===== src/cpfa_pkg.sv =====
// Shared types and constants for the core partition fit allocator.
// No dependencies; every other file imports this package.
package cpfa_pkg;

  localparam int CORES          = 4;
  localparam int UTIL_FRAC_BITS = 16;

  // A task field holds up to (but excluding) 2.0; a load never exceeds 1.0.
  localparam int UTIL_W = UTIL_FRAC_BITS + 1;
  // Load plus task needs one more bit.
  localparam int SUM_W  = UTIL_W + 1;
  // Core counter width, at least one bit so a single core still works.
  localparam int CIDX_W = (CORES > 1) ? $clog2(CORES) : 1;
  // Room to widen the counter to the two-bit result field.
  localparam int IDX_EXT_W = (CIDX_W > 2) ? CIDX_W : 2;

  localparam logic [SUM_W-1:0] UNIT_LOAD = SUM_W'(1) << UTIL_FRAC_BITS;
  localparam logic [CIDX_W-1:0] LAST_CORE = CIDX_W'(CORES - 1);

  typedef enum logic [1:0] {
    FIT_FIRST = 2'd0,
    FIT_BEST  = 2'd1,
    FIT_WORST = 2'd2
  } fit_mode_e;

  typedef enum logic [1:0] {
    ST_IDLE,
    ST_SCAN,
    ST_WRITE
  } ctl_state_e;

  typedef struct packed {
    logic [UTIL_W-1:0] task_utilization;
    logic              first_of_set;
  } cpfa_in_t;

  typedef struct packed {
    logic [1:0] core_index;
    logic       placed;
  } cpfa_out_t;

  // Controller to datapath.
  typedef struct packed {
    logic start;   // latch a request, clear loads if flagged
    logic step;    // evaluate the core under the scan counter
    logic commit;  // write back the load and fill the output register
  } cpfa_cmd_t;

  // Datapath to controller.
  typedef struct packed {
    logic last_core;
  } cpfa_sts_t;

endpackage


===== src/cpfa_datapath.sv =====
// Datapath: core load registers, one shared adder/comparator scan, result register.
// Depends on cpfa_pkg.
module cpfa_datapath import cpfa_pkg::*; (
  input  logic          clk_i,
  input  logic          rst_ni,
  input  cpfa_cmd_t     cmd_i,
  output cpfa_sts_t     sts_o,
  input  logic [1:0]    fit_mode_i,
  input  cpfa_in_t      in_data_i,
  output cpfa_out_t     out_data_o
);

  logic [UTIL_W-1:0] load_q [CORES];
  logic [UTIL_W-1:0] load_d [CORES];
  logic [UTIL_W-1:0] task_q;
  logic [CIDX_W-1:0] cnt_q, cnt_d;
  logic [CIDX_W-1:0] chosen_q, chosen_d;
  logic [SUM_W-1:0]  best_q, best_d;
  logic              found_q, found_d;
  cpfa_out_t         out_q, out_d;
  logic [SUM_W-1:0]  total;
  logic              qualify;
  // A placed load never exceeds 1.0, so the write-back sum fits a load register.
  logic [UTIL_W-1:0] new_load;
  logic [IDX_EXT_W-1:0] chosen_ext;

  assign total    = {1'b0, load_q[cnt_q]} + {1'b0, task_q};
  assign new_load = load_q[chosen_q] + task_q;
  assign chosen_ext = IDX_EXT_W'(chosen_q);

  always_comb begin
    unique case (fit_mode_e'(fit_mode_i))
      FIT_BEST:  qualify = (total <= UNIT_LOAD) && (total > best_q);
      FIT_WORST: qualify = (total < UNIT_LOAD) && (total < best_q);
      default:   qualify = !found_q && (total <= UNIT_LOAD);
    endcase
  end

  always_comb begin
    cnt_d    = cnt_q;
    chosen_d = chosen_q;
    best_d   = best_q;
    found_d  = found_q;
    out_d    = out_q;
    for (int c = 0; c < CORES; c++) begin
      load_d[c] = load_q[c];
    end

    if (cmd_i.step) begin
      cnt_d = cnt_q + CIDX_W'(1);
      if (qualify) begin
        best_d   = total;
        chosen_d = cnt_q;
        found_d  = 1'b1;
      end
    end

    if (cmd_i.commit) begin
      if (found_q) begin
        load_d[chosen_q] = new_load;
      end
      out_d.core_index = found_q ? chosen_ext[1:0] : 2'd0;
      out_d.placed     = found_q;
    end

    // A new request may arrive in the commit cycle; its clear follows the write.
    if (cmd_i.start) begin
      cnt_d    = '0;
      chosen_d = '0;
      found_d  = 1'b0;
      best_d   = (fit_mode_e'(fit_mode_i) == FIT_WORST) ? UNIT_LOAD : '0;
      if (in_data_i.first_of_set) begin
        for (int c = 0; c < CORES; c++) begin
          load_d[c] = '0;
        end
      end
    end
  end

  always_ff @(posedge clk_i or negedge rst_ni) begin
    if (!rst_ni) begin
      for (int c = 0; c < CORES; c++) begin
        load_q[c] <= '0;
      end
    end else begin
      for (int c = 0; c < CORES; c++) begin
        load_q[c] <= load_d[c];
      end
    end
  end

  always_ff @(posedge clk_i) begin
    if (cmd_i.start) begin
      task_q <= in_data_i.task_utilization;
    end
    cnt_q    <= cnt_d;
    chosen_q <= chosen_d;
    best_q   <= best_d;
    found_q  <= found_d;
    out_q    <= out_d;
  end

  assign sts_o.last_core = (cnt_q == LAST_CORE);
  assign out_data_o      = out_q;

endmodule


===== src/cpfa_ctrl.sv =====
// Controller: sequences accept, core scan and write-back; owns the output valid.
// Depends on cpfa_pkg.
module cpfa_ctrl import cpfa_pkg::*; (
  input  logic      clk_i,
  input  logic      rst_ni,
  input  logic      in_valid_i,
  output logic      in_stall_o,
  output logic      out_valid_o,
  input  logic      out_stall_i,
  output cpfa_cmd_t cmd_o,
  input  cpfa_sts_t sts_i
);

  ctl_state_e state_q, state_d;
  logic       out_valid_q, out_valid_d;
  logic       out_free;
  logic       accept;

  assign out_free = !out_valid_q || !out_stall_i;

  always_comb begin
    in_stall_o = !((state_q == ST_IDLE) || ((state_q == ST_WRITE) && out_free));
  end

  assign accept = in_valid_i && !in_stall_o;

  // Next state.
  always_comb begin
    state_d = state_q;
    unique case (state_q)
      ST_IDLE: begin
        if (accept) state_d = ST_SCAN;
      end
      ST_SCAN: begin
        if (sts_i.last_core) state_d = ST_WRITE;
      end
      ST_WRITE: begin
        if (out_free) state_d = accept ? ST_SCAN : ST_IDLE;
      end
      default: state_d = ST_IDLE;
    endcase
  end

  // Outputs.
  always_comb begin
    cmd_o.start  = accept;
    cmd_o.step   = (state_q == ST_SCAN);
    cmd_o.commit = (state_q == ST_WRITE) && out_free;

    out_valid_d = out_valid_q;
    if (cmd_o.commit) begin
      out_valid_d = 1'b1;
    end else if (!out_stall_i) begin
      out_valid_d = 1'b0;
    end
  end

  always_ff @(posedge clk_i or negedge rst_ni) begin
    if (!rst_ni) begin
      state_q     <= ST_IDLE;
      out_valid_q <= 1'b0;
    end else begin
      state_q     <= state_d;
      out_valid_q <= out_valid_d;
    end
  end

  assign out_valid_o = out_valid_q;

endmodule


===== src/core_partition_fit_allocator.sv =====
// Top level of the core partition fit allocator: mode register, controller, datapath.
// Depends on cpfa_pkg, cpfa_ctrl and cpfa_datapath.
//
//   channel  | handshake               | payload
//   ---------+-------------------------+----------------------------------------
//   in       | in_valid_i / in_stall_o | in_data_i  (task_utilization, first_of_set)
//   out      | out_valid_o / out_stall_i | out_data_o (core_index, placed)
//   config   | cfg_we_i                | cfg_wdata_i (fit_mode)
//
// Each request is scanned one core per cycle through the single shared
// adder/comparator, then written back in the write-back state, in which
// the next request can already be accepted.
// Reset clears all core loads, the mode (first-fit) and the output valid.
// A result waits in the output register while out_stall_i is high; the block
// still takes and scans one new request, holding it at write-back until the
// output register frees up.
module core_partition_fit_allocator import cpfa_pkg::*; (
  input  logic       clk_i,
  input  logic       rst_ni,
  input  logic       in_valid_i,
  output logic       in_stall_o,
  input  cpfa_in_t   in_data_i,
  output logic       out_valid_o,
  input  logic       out_stall_i,
  output cpfa_out_t  out_data_o,
  input  logic       cfg_we_i,
  input  logic [1:0] cfg_wdata_i
);

  logic [1:0] fit_mode_q;
  cpfa_cmd_t  cmd;
  cpfa_sts_t  sts;

  // Placement policy register; code three falls back to first-fit downstream.
  always_ff @(posedge clk_i or negedge rst_ni) begin
    if (!rst_ni) begin
      fit_mode_q <= FIT_FIRST;
    end else if (cfg_we_i) begin
      fit_mode_q <= cfg_wdata_i;
    end
  end

  cpfa_ctrl u_ctrl (
    .clk_i       (clk_i),
    .rst_ni      (rst_ni),
    .in_valid_i  (in_valid_i),
    .in_stall_o  (in_stall_o),
    .out_valid_o (out_valid_o),
    .out_stall_i (out_stall_i),
    .cmd_o       (cmd),
    .sts_i       (sts)
  );

  cpfa_datapath u_datapath (
    .clk_i      (clk_i),
    .rst_ni     (rst_ni),
    .cmd_i      (cmd),
    .sts_o      (sts),
    .fit_mode_i (fit_mode_q),
    .in_data_i  (in_data_i),
    .out_data_o (out_data_o)
  );

endmodule


===== config.mk =====
export PLATFORM = sky130hd
export DESIGN_NAME = core_partition_fit_allocator
export DESIGN_NICKNAME = d
export VERILOG_FILES = /design/src/cpfa_pkg.sv /design/src/cpfa_datapath.sv /design/src/cpfa_ctrl.sv /design/src/core_partition_fit_allocator.sv
export SDC_FILE = /design/constraint.sdc
export NUM_CORES = 1
export LEC_CHECK = 0
export BUFFER_PORTS_ARGS = -buffer_cell sky130_fd_sc_hd__buf_4
export CAP_MARGIN = 20
export CORE_MARGIN = 2
export CORE_UTILIZATION = 40
export CTS_CLUSTER_DIAMETER = 100
export DETAILED_ROUTE_END_ITERATION = 6
export GPL_TIMING_DRIVEN = 0
export PLACE_DENSITY = 0.57
export SLEW_MARGIN = 10
export SYNTH_ARGS = -nofsm -noshare
export SYNTH_HDL_FRONTEND = slang
export SYNTH_SLANG_ARGS = --single-unit
export TNS_END_PERCENT = 5

===== constraint.sdc =====
create_clock -name clk_i -period 6.87 [get_ports clk_i]
set_input_delay 0.3435 -clock clk_i [delete_from_list [all_inputs] [get_ports clk_i]]
set_output_delay 0.3435 -clock clk_i [all_outputs]
set_load 0.05 [all_outputs]

# Word-level counts from Yosys, hierarchy flattened

Index checks and enable logic that the tools add are counted.

Register bits after elaboration: 116
Bits of input ports: 25
Output and inout port bits: 5
Logic and storage cells: 78

Add/subtract/negate cells: 3
Magnitude comparators: 7
Eq/ne operators: 9
Muxes and demuxes: 25
Bitwise logic cells: 2
Reduce and logical (&&, ||, !) cells: 18

Operators with widths:

| operator                                                         | count |
|---|---|
| two-way mux 68 bit                                               | 4 |
| two-way mux 17 bit                                               | 6 |
| binary-select mux 17 bit (select 2 bit)                          | 2 |
| bitwise mux 68 bit                                               | 1 |
| two-way mux 18 bit                                               | 3 |
| demux 17 bit (select 2 bit)                                      | 1 |
| adder 17 x 17 -> 18 bit                                          | 1 |
| greater-than comparator 18 bit                                   | 1 |
| less-or-equal comparator 18 x 17 -> 1 bit, second input constant | 1 |
| < comparator 18 x 17 -> 1 bit, second input constant             | 1 |
| < comparator 18 bit                                              | 1 |
| adder 17 bit                                                     | 1 |
| != test 2 x 1 -> 1 bit, second input constant                    | 4 |
| equality test 2 bit, second input constant                       | 3 |
| >= comparator 3 bit, second input constant                       | 2 |
| logical AND 1 bit                                                | 6 |
| two-way mux 2 bit                                                | 3 |
| NOT 2 -> 3 bit                                                   | 2 |
| case mux 2 bit (3 select lines)                                  | 1 |
| equality test 2 x 1 -> 1 bit, second input constant              | 2 |
| logical NOT 1 bit                                                | 4 |
| AND reduction 2 bit                                              | 2 |
| nonzero test 2 bit                                               | 2 |
| < comparator 3 x 1 -> 1 bit, second input constant               | 1 |
| other kinds (6)                                                  | 9 |

# Logic depth before layout (Yosys ltp)

Gate-level depths: netlist of run 1.

Depth in word-level cells: 11
Gate-level depth with buffers: 23
Gate-level depth less buffers: 21

# Cells and area by module

A second synthesis of run 1 with hierarchy kept.

Cell total of the unflattened synthesis: 731
Area, all modules: 7,345.8 um2

Modules (own cells, without submodules):

| module                       | times used | cells an instance | area each (um2) |
|---|---|---|---|
| cpfa_datapath                | 1          | 710               | 7,111.8 |
| cpfa_ctrl                    | 1          | 17                | 161.4 |
| core_partition_fit_allocator | 1          | 4                 | 72.6 |

# Worst setup path after synthesis of run 1

OpenSTA, ideal clock, no wires.

Path kind: reg2reg
Start point: register u_datapath.cnt_q[0]
End point: register u_datapath.best_q[0], enable pin
Library setup time: 375 ps
Arrival time: 5,968 ps
Data required time: 6,495 ps
Path slack: 528 ps
Cell stages (with the launch flop): 24
Path buffers: 2
Cells stage by stage: dfxtp_1 clkbuf_1 buf_1 mux4_2 ha_1 fa_1 a21oi_1 o2111ai_1 a21oi_1 o21ai_1 a31oi_1 o21bai_1 xnor2_1 inv_1 ha_1 nand4_1 nor3_1 o311a_1 o21ai_1 a311oi_1 nand4_1 nor4_2 o21ai_2 nand2_1

Word-level cells in the longest chain between the ends: 10
Elaborated cells between the ends (all ways): 15

RTL lines:

| element                                                           | line                                                          | text |
|---|---|---|
| from (decl)                                                       | cpfa_datapath.sv:16                                           | `logic [CIDX_W-1:0] cnt_q, cnt_d;` |
| from (signal assigned)                                            | cpfa_datapath.sv:96                                           | `cnt_q <= cnt_d;` |
| NOT 2 -> 3 bit (not written as such) (*)                          | cpfa_datapath.sv:27                                           | `assign total = {1'b0, load_q[cnt_q]} + {1'b0, task_q};` |
| binary-select mux 17 bit (select 2 bit) (*)                       | cpfa_datapath.sv:27                                           |  |
| two-way mux 17 bit (not written as such) (*) (2 in a row)         | cpfa_datapath.sv:27                                           |  |
| adder 17 x 17 -> 18 bit (*)                                       | cpfa_datapath.sv:27                                           |  |
| less-or-equal comparator 18 x 17 -> 1 bit (tied with other cells) | cpfa_datapath.sv:33, cpfa_datapath.sv:35                      |  |
| logical AND 1 bit, on equally long branches                       | cpfa_datapath.sv:35, cpfa_datapath.sv:33, cpfa_datapath.sv:34 |  |
| case mux 1 bit (2 select lines) (*)                               | cpfa_datapath.sv:32                                           | `unique case (fit_mode_e'(fit_mode_i))` |
| nonzero test 2 bit (no line) (*)                                  | n/a                                                           |  |
| AND reduction 2 bit (no line) (*)                                 | n/a                                                           |  |
| to (signal assigned)                                              | cpfa_datapath.sv:98                                           | `best_q <= best_d;` |
| to (decl)                                                         | cpfa_datapath.sv:18                                           | `logic [SUM_W-1:0] best_q, best_d;` |

Mark *: on every way between the ends. The rest lies on a longest branch, timed or not. The select of a mux whose other input is x is not followed.
A chain may end at the register's enable or synchronous reset.

# Final worst setup path of run 1

Start point: register u_datapath.cnt_q[1]
End point: register u_datapath.best_q[16], enable pin

The elaborated chain is that of the path after synthesis.

==> results.md, run 1 <==
* Outcome: finished clean
* Antenna-violating nets left at 0
* Initial DRT Pass Iterations at 5
* Crit path time final at 6.39 ns
* Final setup skew at 0.00751 ns
* Leak at 0.00371 µW
* Largest net degree at the start of global routing at 74
* Num Clock Sinks at 116
* Final setup viols at 0
* R2R setup slack at 0.48 ns
* Power per Cell Area at 375 mW/mm²
* Seq/Total Area, Yosys at 42.1%
* Adder-Cell Fraction of Synth Area at 9.47%
* Global-route wire length before repair at 31.9 mm
* Total CTS buffers at 17
* Gr ovfl total at 0
* Unrepaired setup endpoints after global routing: false
* Ant diodes at 0
* Worst setup EP type: flip-flop
* Initial Util at 40.7%
* Worst slack at placement at -1.44 ns
* Total GRT Usage at 21.4%
* Top_reg_cell synth: dfrtp_1
* Fmax at 157 MHz
* Worst R2R End: u_datapath.best_q[16]$_DFFE_PP_
* Core Rows at 49
* Cells after DPL at 989
* Die W at 139 µm
* Largest family of logic cells by synthesized area: simple AND/OR/NAND/NOR gates
* Async SR Flop Fraction at 62.9%
* Worst-skew pair later-pin latency at 0.42 ns
* Critical Path AT at 6.48 ns
* Xor/xnor share of the synthesized area at 3.00%
* Maximum buffer depth of the clock tree at 2
* DRT iter0 DRCs at 426
* Gate Count Post-Synth at 731
* EDFF count, synth at 38
* # IOs at 30
* CTS tree: yes
* YS warnings at 0
* CORE AREA at 0.0179 mm²
* Ratio of cells with drive above 1 in the final layout at 14.4%
* CP Launch Type: flip-flop
* MaxCap Viol Count at 0
* Complex-gate fraction of the synthesized area at 15.0%
* Worst setup endpoint: u_datapath.best_q[16]$_DFFE_PP_
* H-tree levels at 4
* Critical path type: reg -> reg
* P&R area growth vs syn at 16.0%
* R2R depth at 23
* DRC at 0
* Hold slack final at 0.0712 ns
* Routability Congestion at 0.843
* Final hold violations at 0
* Synth Area in Simple Gates at 15.5%
* Hpwl dp at 14.4 mm
* Die Height at 139 µm
* Peak supply drop at 186 µV
* CP Max Fanout at 18
* Clk slew on worst S/H paths at 0.06 ns
* Yosys reg bits at 116
* Rel. slew slack at 23.3%
* Final WS setup at 0.483 ns
* Vias at 5835
* Routed WL at 20.2 mm
* Clk root buf: clkbuf_16
* Vias per cell at 5.71
* WL per Instance at 19.8 µm
* Largest stage delay, worst path at 0.46 ns
* # fillers at 1691
* Post-synth design cell area at 0.00729 mm²
* Critical Path Source: u_datapath.cnt_q[1]$_SDFFE_PP0P_
* Worst r2r src: u_datapath.cnt_q[1]$_SDFFE_PP0P_
* Pins Over Slew Limit at 0
* Critical-path cell list: clkbuf_2 > clkbuf_2 > mux4_2 > ha_1 > fa_1 > a21oi_1 > o2111ai_1 > a21oi_2 > o21ai_1 > a31oi_1 > o21bai_1 > xnor2_2 > inv_1 > ha_1 > nand4_1 > nor3_2 > o311a_1 > o21ai_1 > a311oi_1 > nand4_1 > nor4_2 > o21ai_2 > nand2_4
* Layout Nets at 859
* Vias in the first global route at 5967
* WP data required at 6.96 ns
* Worst Hold Class: in -> async
* Die ar. at 0.0193 mm²
* Post-CTS Setup Bufs at 0
* Final core utilization at 47.3%
* Antenna violations before repair at 0
* I/O Buffers at 29
* Critical-path top delay cell: fa_1
* Mux cell area share after synthesis at 11.1%
* Fin cells at 1022
* Netlist cell types at 58
* Syn_nets at 810
* Setup tns final at 0 ns
* Final period util at 93.0%
* Slew @ Worst Pin at 1.14 ns
* Avg Inst Size Synth at 9.98 µm²
[critical path, delay by kind of cell (launching register included)]
kind                       cells  cell delay, ns
xor gates and xnor gates       1            0.26
muxes                          1            0.41
buffers and inverters          3            0.80
and+or+nand+nor                5            1.12
AOI/OAI and AO/OA             10            2.08
adders and majority gates      3            1.06
DFF                            1            0.33
[layer usage]
layer,routed length (µm),part of all wire (%),GRT usage (%)
met1,8870,44,27.2
met2,10100,50,36.6
met3,973,4.8,4.52
met4,278,1.4,7.07
met5,0,0,0
[cell usage in the layout (no fill, tap or decap), types with 3 or more instances in the layout]
cell type  count
dfrtp_1       73
xnor2_1       17
and3_1        13
a31oi_1        5
buf_1          3
o211ai_1       6
clkbuf_2       4
bufinv_16      4
nand2b_1       6
o21ai_0       15
o21a_1         6
dfxtp_1        5
ha_1          52
or3_1          8
nor2_1        26
a21oi_1       76
mux4_2        34
a211o_1        4
nor2b_1        4
a211oi_1       7
nor3_1        13
a21o_1        15
and2_1        13
nand3_1       20
nand2_1      133
o21bai_1       3
clkbuf_1      22
inv_1         43
clkbuf_16     17
xor2_1         7
o21ai_1       13
buf_4         29
edfxtp_1      38
nand4_1        6
[worst min-delay path by stage]
stage / from / end
after floorplan: rst_ni / fit_mode_q[0]$_DFFE_PN0P_
after CTS: in_data_i[8] / u_datapath.task_q[7]$_DFFE_PP_
after detailed placement: fit_mode_q[1]$_DFFE_PN0P_ / fit_mode_q[1]$_DFFE_PN0P_
final: rst_ni / u_datapath.load_q[45]$_DFF_PN0_
after global routing: in_data_i[12] / u_datapath.task_q[11]$_DFFE_PP_
after global placement: fit_mode_q[1]$_DFFE_PN0P_ / fit_mode_q[1]$_DFFE_PN0P_
[final cells by class]
class                      instances  area [µm²]  area share [%]
buffer                            31         134            1.58
sequential                       116        3070            36.2
clock inverter                    13         179            2.11
inverter                          44         165            1.95
multi-input combinational        540        3970            46.9
clock buffer                      19         443            5.23
timing repair buffer              30         223            2.63
tap                              229         287            3.39
[per-stage QoR]
step                      instance area [µm²]  power [µW]
after global placement                   7800        2170
final                                    8460        3180
after global routing                     8460        3370
after detailed placement                 7800        2220
after CTS                                8440        3180
after floorplan                          7290        1870
[cells by family (layout without fill, tap and decap cells)]
logic type                 after synthesis  count (layout)
buffers and inverters                   75             137
and+or+nand+nor                        249             249
adders and majority gates               54              54
DFF                                    116             116
muxes                                   38              38
xor gates and xnor gates                25              25
AOI/OAI and AO/OA                      174             174
[sequential cells by signal, summed over array words and instances, names as in the netlist]
name                   cells
u_ctrl.out_valid_o         1
fit_mode_q                 2
u_datapath.chosen_ext      2
u_datapath.best_q         18
u_ctrl.state_q             2
u_datapath.task_q         17
u_datapath.cnt_q           2
u_datapath.out_data_o      3
u_datapath.load_q         68
u_datapath.found_q         1
[Yosys cell counts (2+ instances only)]
| library cell | number | area share (%) |
|---|---|---|
| o21ai_0 | 15 | 1.0 |
| a221oi_1 | 2 | 0.24 |
| dfrtp_1 | 73 | 25 |
| mux2i_1 | 2 | 0.27 |
| xor2_1 | 7 | 0.84 |
| nand2b_1 | 6 | 0.51 |
| xnor2_1 | 18 | 2.2 |
| o31a_1 | 2 | 0.24 |
| ha_1 | 52 | 8.9 |
| fa_1 | 2 | 0.55 |
| or3_1 | 8 | 0.69 |
| o21a_1 | 6 | 0.62 |
| edfxtp_1 | 38 | 16 |
| nor2b_1 | 4 | 0.34 |
| clkbuf_1 | 25 | 1.3 |
| nor3_1 | 14 | 0.96 |
| o211ai_1 | 6 | 0.62 |
| a31oi_1 | 5 | 0.43 |
| a21o_1 | 15 | 1.5 |
| mux4_2 | 34 | 10 |
| mux2_2 | 2 | 0.31 |
| nor2_1 | 26 | 1.3 |
| a311o_1 | 2 | 0.27 |
| buf_2 | 2 | 0.14 |
| nand3_1 | 20 | 1.4 |
| and3_1 | 13 | 1.1 |
| buf_1 | 4 | 0.21 |
| dfxtp_1 | 5 | 1.4 |
| a211o_1 | 4 | 0.48 |
| and2_1 | 13 | 1.1 |
| o2111ai_1 | 2 | 0.24 |
| a21oi_1 | 77 | 5.3 |
| inv_1 | 43 | 2.2 |
| o21ai_1 | 13 | 0.89 |
| o21bai_1 | 3 | 0.31 |
| a211oi_1 | 7 | 0.72 |
| nand2_1 | 134 | 6.9 |
| a22o_1 | 2 | 0.24 |
| nand4_1 | 6 | 0.51 |
[what timing repair did]
item                                    4_1_cts  5_1_grt
hold buffers                                  0        0
endpoints found under the setup margin       21       21
gates resized for setup                      11        4
endpoints found under the hold margin         0        0
[where the power goes]
group          leakage (µW)  internal, µW  switching [µW]
clock network      0.000302           615             332
registers           0.00141           888            84.5
logic               0.00199           498             758
Power figures use the tool's default switching activity.
==> inputs of run 2 (changes only) <==
- CORE_MARGIN: 2 -> 4
- clock period: 6.87 -> 6.3 ns (I/O delays scaled with it)
==> run 2 against run 1 <==
Against the previous run: sequential share of layout area decreased by 0.65 points; clock skew is 0.0017 ns higher; sequential power increased by 9%; hold slack lost 0.051 ns; wire length up 2.2%; power is 13% higher; fmax is 9.3% higher; non-clock buffer count is 7 higher; global-route usage is 0.32 points lower; combinational power grew 13%; first-iteration DRC count is 26% higher; critical endpoint is now u_datapath.best_q[9]$_SDFFCE_PP0P_; largest cell class unchanged; highest routed layer unchanged.
==> results.md, run 2 (synthesis gave the netlist of run 1 again) <==
* # IOs at 30 (unchanged)
* WL per Instance at 20.1 µm (was 19.8 µm)
* H-tree levels at 4 (unchanged)
* WL met2 at 10.4 mm (was 10.1 mm)
* Met3 routed WL at 1.25 mm (was 973 µm)
* Rel. slew slack at 32.1% (was 23.3%)
* Total GRT Usage at 21.1% (was 21.4%)
* Largest stage delay, worst path at 0.48 ns (was 0.46 ns)
* Maximum buffer depth of the clock tree at 2 (unchanged)
* CP Max Fanout at 10 (was 18)
* Hpwl dp at 14.5 mm (was 14.4 mm)
* Vias per cell at 5.74 (was 5.71)
* Die Height at 143 µm (was 139 µm)
* Vias at 5915 (was 5835)
* Routed WL at 20.7 mm (was 20.2 mm)
* Power per Cell Area at 415 mW/mm² (was 375 mW/mm²)
* Fmax at 171 MHz (was 157 MHz)
* Final setup viols at 0 (unchanged)
* Routability Congestion at 0.888 (was 0.843)
* Worst setup EP type: flip-flop (unchanged)
* Largest net degree at the start of global routing at 74 (unchanged)
* Leak at 0.00378 µW (was 0.00371 µW)
* Global-route wire length before repair at 32.6 mm (was 31.9 mm)
* Initial Util at 40.6% (was 40.7%)
* I/O Buffers at 29 (unchanged)
* Peak supply drop at 231 µV (was 186 µV)
* CORE AREA at 0.0180 mm² (was 0.0179 mm²)
* Worst-skew pair later-pin latency at 0.42 ns (about the same)
* Antenna violations before repair at 0 (unchanged)
* WP data required at 6.41 ns (was 6.96 ns)
* Critical path buffers and inverters at 3 (unchanged)
* Delay-heaviest family, CP: compound AO/OA/AOI/OAI gates (unchanged)
* Critical Path AT at 5.96 ns (was 6.48 ns)
* Critical-path top delay cell: fa_1 (unchanged)
* Pins Over Slew Limit at 0 (unchanged)
* Met1 Wirelength at 8.44 mm (was 8.87 mm)
* CP Launch Type: flip-flop (unchanged)
* Top reg by flops: u_datapath.load_q (unchanged)
* Vias in the first global route at 6066 (was 5967)
* DRT iter0 DRCs at 537 (was 426)
* Hold slack final at 0.0205 ns (was 0.0712 ns)
* Core Rows at 49 (unchanged)
* Final hold violations at 0 (unchanged)
* Final period util at 92.8% (was 93.0%)
* Design Power at 3580 µW (was 3180 µW)
* Die ar. at 0.0205 mm² (was 0.0193 mm²)
* Layout Nets at 867 (was 859)
* Ant diodes at 0 (unchanged)
* Most frequent cells in the layout: 133 x nand2_1, 75 x a21oi_1, 73 x dfrtp_1 (was 133 x nand2_1, 76 x a21oi_1, 73 x dfrtp_1)
* Unrepaired setup endpoints after global routing: false (unchanged)
* # fillers at 1653 (was 1691)
* Die W at 143 µm (was 139 µm)
* Final setup skew at 0.00922 ns (was 0.00751 ns)
* MaxCap Viol Count at 0 (unchanged)
* Crit path time final at 5.85 ns (was 6.39 ns)
* Clk slew on worst S/H paths at 0.06 ns (about the same)
* Gr ovfl total at 0 (unchanged)
* Worst Hold Class: in -> async (unchanged)
* Outcome: finished clean (unchanged)
* Clk root buf: clkbuf_16 (unchanged)
* Initial DRT Pass Iterations at 5 (unchanged)
* DRC at 0 (unchanged)
* Critical-path cell list: buf_4 > buf_6 > mux4_2 > ha_1 > fa_1 > a21oi_2 > o2111ai_1 > a21oi_2 > o21ai_1 > a31oi_1 > o21bai_1 > xnor2_2 > inv_1 > ha_1 > nand4_1 > nor3_4 > o311a_1 > o21ai_1 > a311oi_2 > nand4_1 > nor4_4 > o21ai_4 > nand2_4 (was clkbuf_2 > clkbuf_2 > mux4_2 > ha_1 > fa_1 > a21oi_1 > o2111ai_1 > a21oi_2 > o21ai_1 > a31oi_1 > o21bai_1 > xnor2_2 > inv_1 > ha_1 > nand4_1 > nor3_2 > o311a_1 > o21ai_1 > a311oi_1 > nand4_1 > nor4_2 > o21ai_2 > nand2_4)
* P&R area growth vs syn at 18.2% (was 16.0%)
* Num Clock Sinks at 116 (unchanged)
* Most common cell after layout, fill and taps aside: nand2_1 (unchanged)
* Critical path type: reg -> reg (unchanged)
* Total CTS buffers at 17 (unchanged)
* Slew @ Worst Pin at 1.02 ns (was 1.14 ns)
* Top layer in use: met4 (unchanged)
* Biggest regs: u_datapath.load_q x68, u_datapath.best_q x18, u_datapath.task_q x17 (unchanged)
* Ratio of cells with drive above 1 in the final layout at 15.6% (was 14.4%)
* CTS tree: yes (unchanged)
* Antenna-violating nets left at 0 (unchanged)
* Max reg flops at 68 (unchanged)
[run 2: power breakdown]
group	switching [µW]	total (µW)	leakage (µW)	internal [µW]
clock	363	1080	0.000316	719
combinational	849	1430	0.00206	583
sequential	94.2	1060	0.00141	968
[run 2: timing repair]
action,CTS,global route
gates cloned,1,0
hold buffers,0,0
pin swaps,1,1
resized for setup,17,9
endpoints found under the setup margin,21,21
setup buffers,1,6
[run 2: through the flow]
stage / instances / setup TNS (ns) / cell area (µm²) / utilization, % / worst slack (ns)
3_3_place_gp: 989 / -30.82 / 7800 / 43.4 / -1.58
5_1_grt: 1030 / 0 / 8620 / 48.0 / 0.0102
4_1_cts: 1024 / 0 / 8560 / 47.6 / 0.0501
3_5_place_dp: 990 / -32.49 / 7810 / 43.5 / -1.66
2_1_floorplan: 731 / 0 / 7300 / - / 0.163
6_report: 1030 / 0 / 8620 / 48.0 / 0.454
[run 2: layer usage]
metal / track usage, % / vias up
li1: - / 2776
met1: 25.8 / 2931
met2: 35.8 / 171
met3: 5.76 / 37
met4: 7.65 / 0
met5: 0 / -
[run 2: worst paths after layout]
path / start / to / slack (ns) / cells past startpoint
worst max-delay path: u_datapath.cnt_q[1]$_SDFFE_PP0P_ / u_datapath.best_q[9]$_SDFFCE_PP0P_ / 0.45 / 23
worst min-delay path: rst_ni / u_datapath.load_q[47]$_DFF_PN0_ / 0.02 / 1
worst max register to register: u_datapath.cnt_q[1]$_SDFFE_PP0P_ / u_datapath.best_q[9]$_SDFFCE_PP0P_ / 0.45 / 23
worst min register to register: fit_mode_q[0]$_DFFE_PN0P_ / fit_mode_q[0]$_DFFE_PN0P_ / 0.52 / 1
max in group asynchronous: rst_ni / u_datapath.load_q[44]$_DFF_PN0_ / 5.57 / 1
min in group clk_i: in_data_i[6] / u_datapath.task_q[5]$_DFFE_PP_ / 0.07 / 1
[run 2: cell type report]
type / count / area, µm² / area share (%)
inverter: 44 / 165 / 1.92
tap: 229 / 287 / 3.32
multi-input combinational: 541 / 4010 / 46.5
clock inverter: 11 / 170 / 1.97
sequential: 116 / 3070 / 35.6
buffer: 30 / 144 / 1.67
timing repair buffer: 38 / 283 / 3.28
clock buffer: 21 / 493 / 5.72
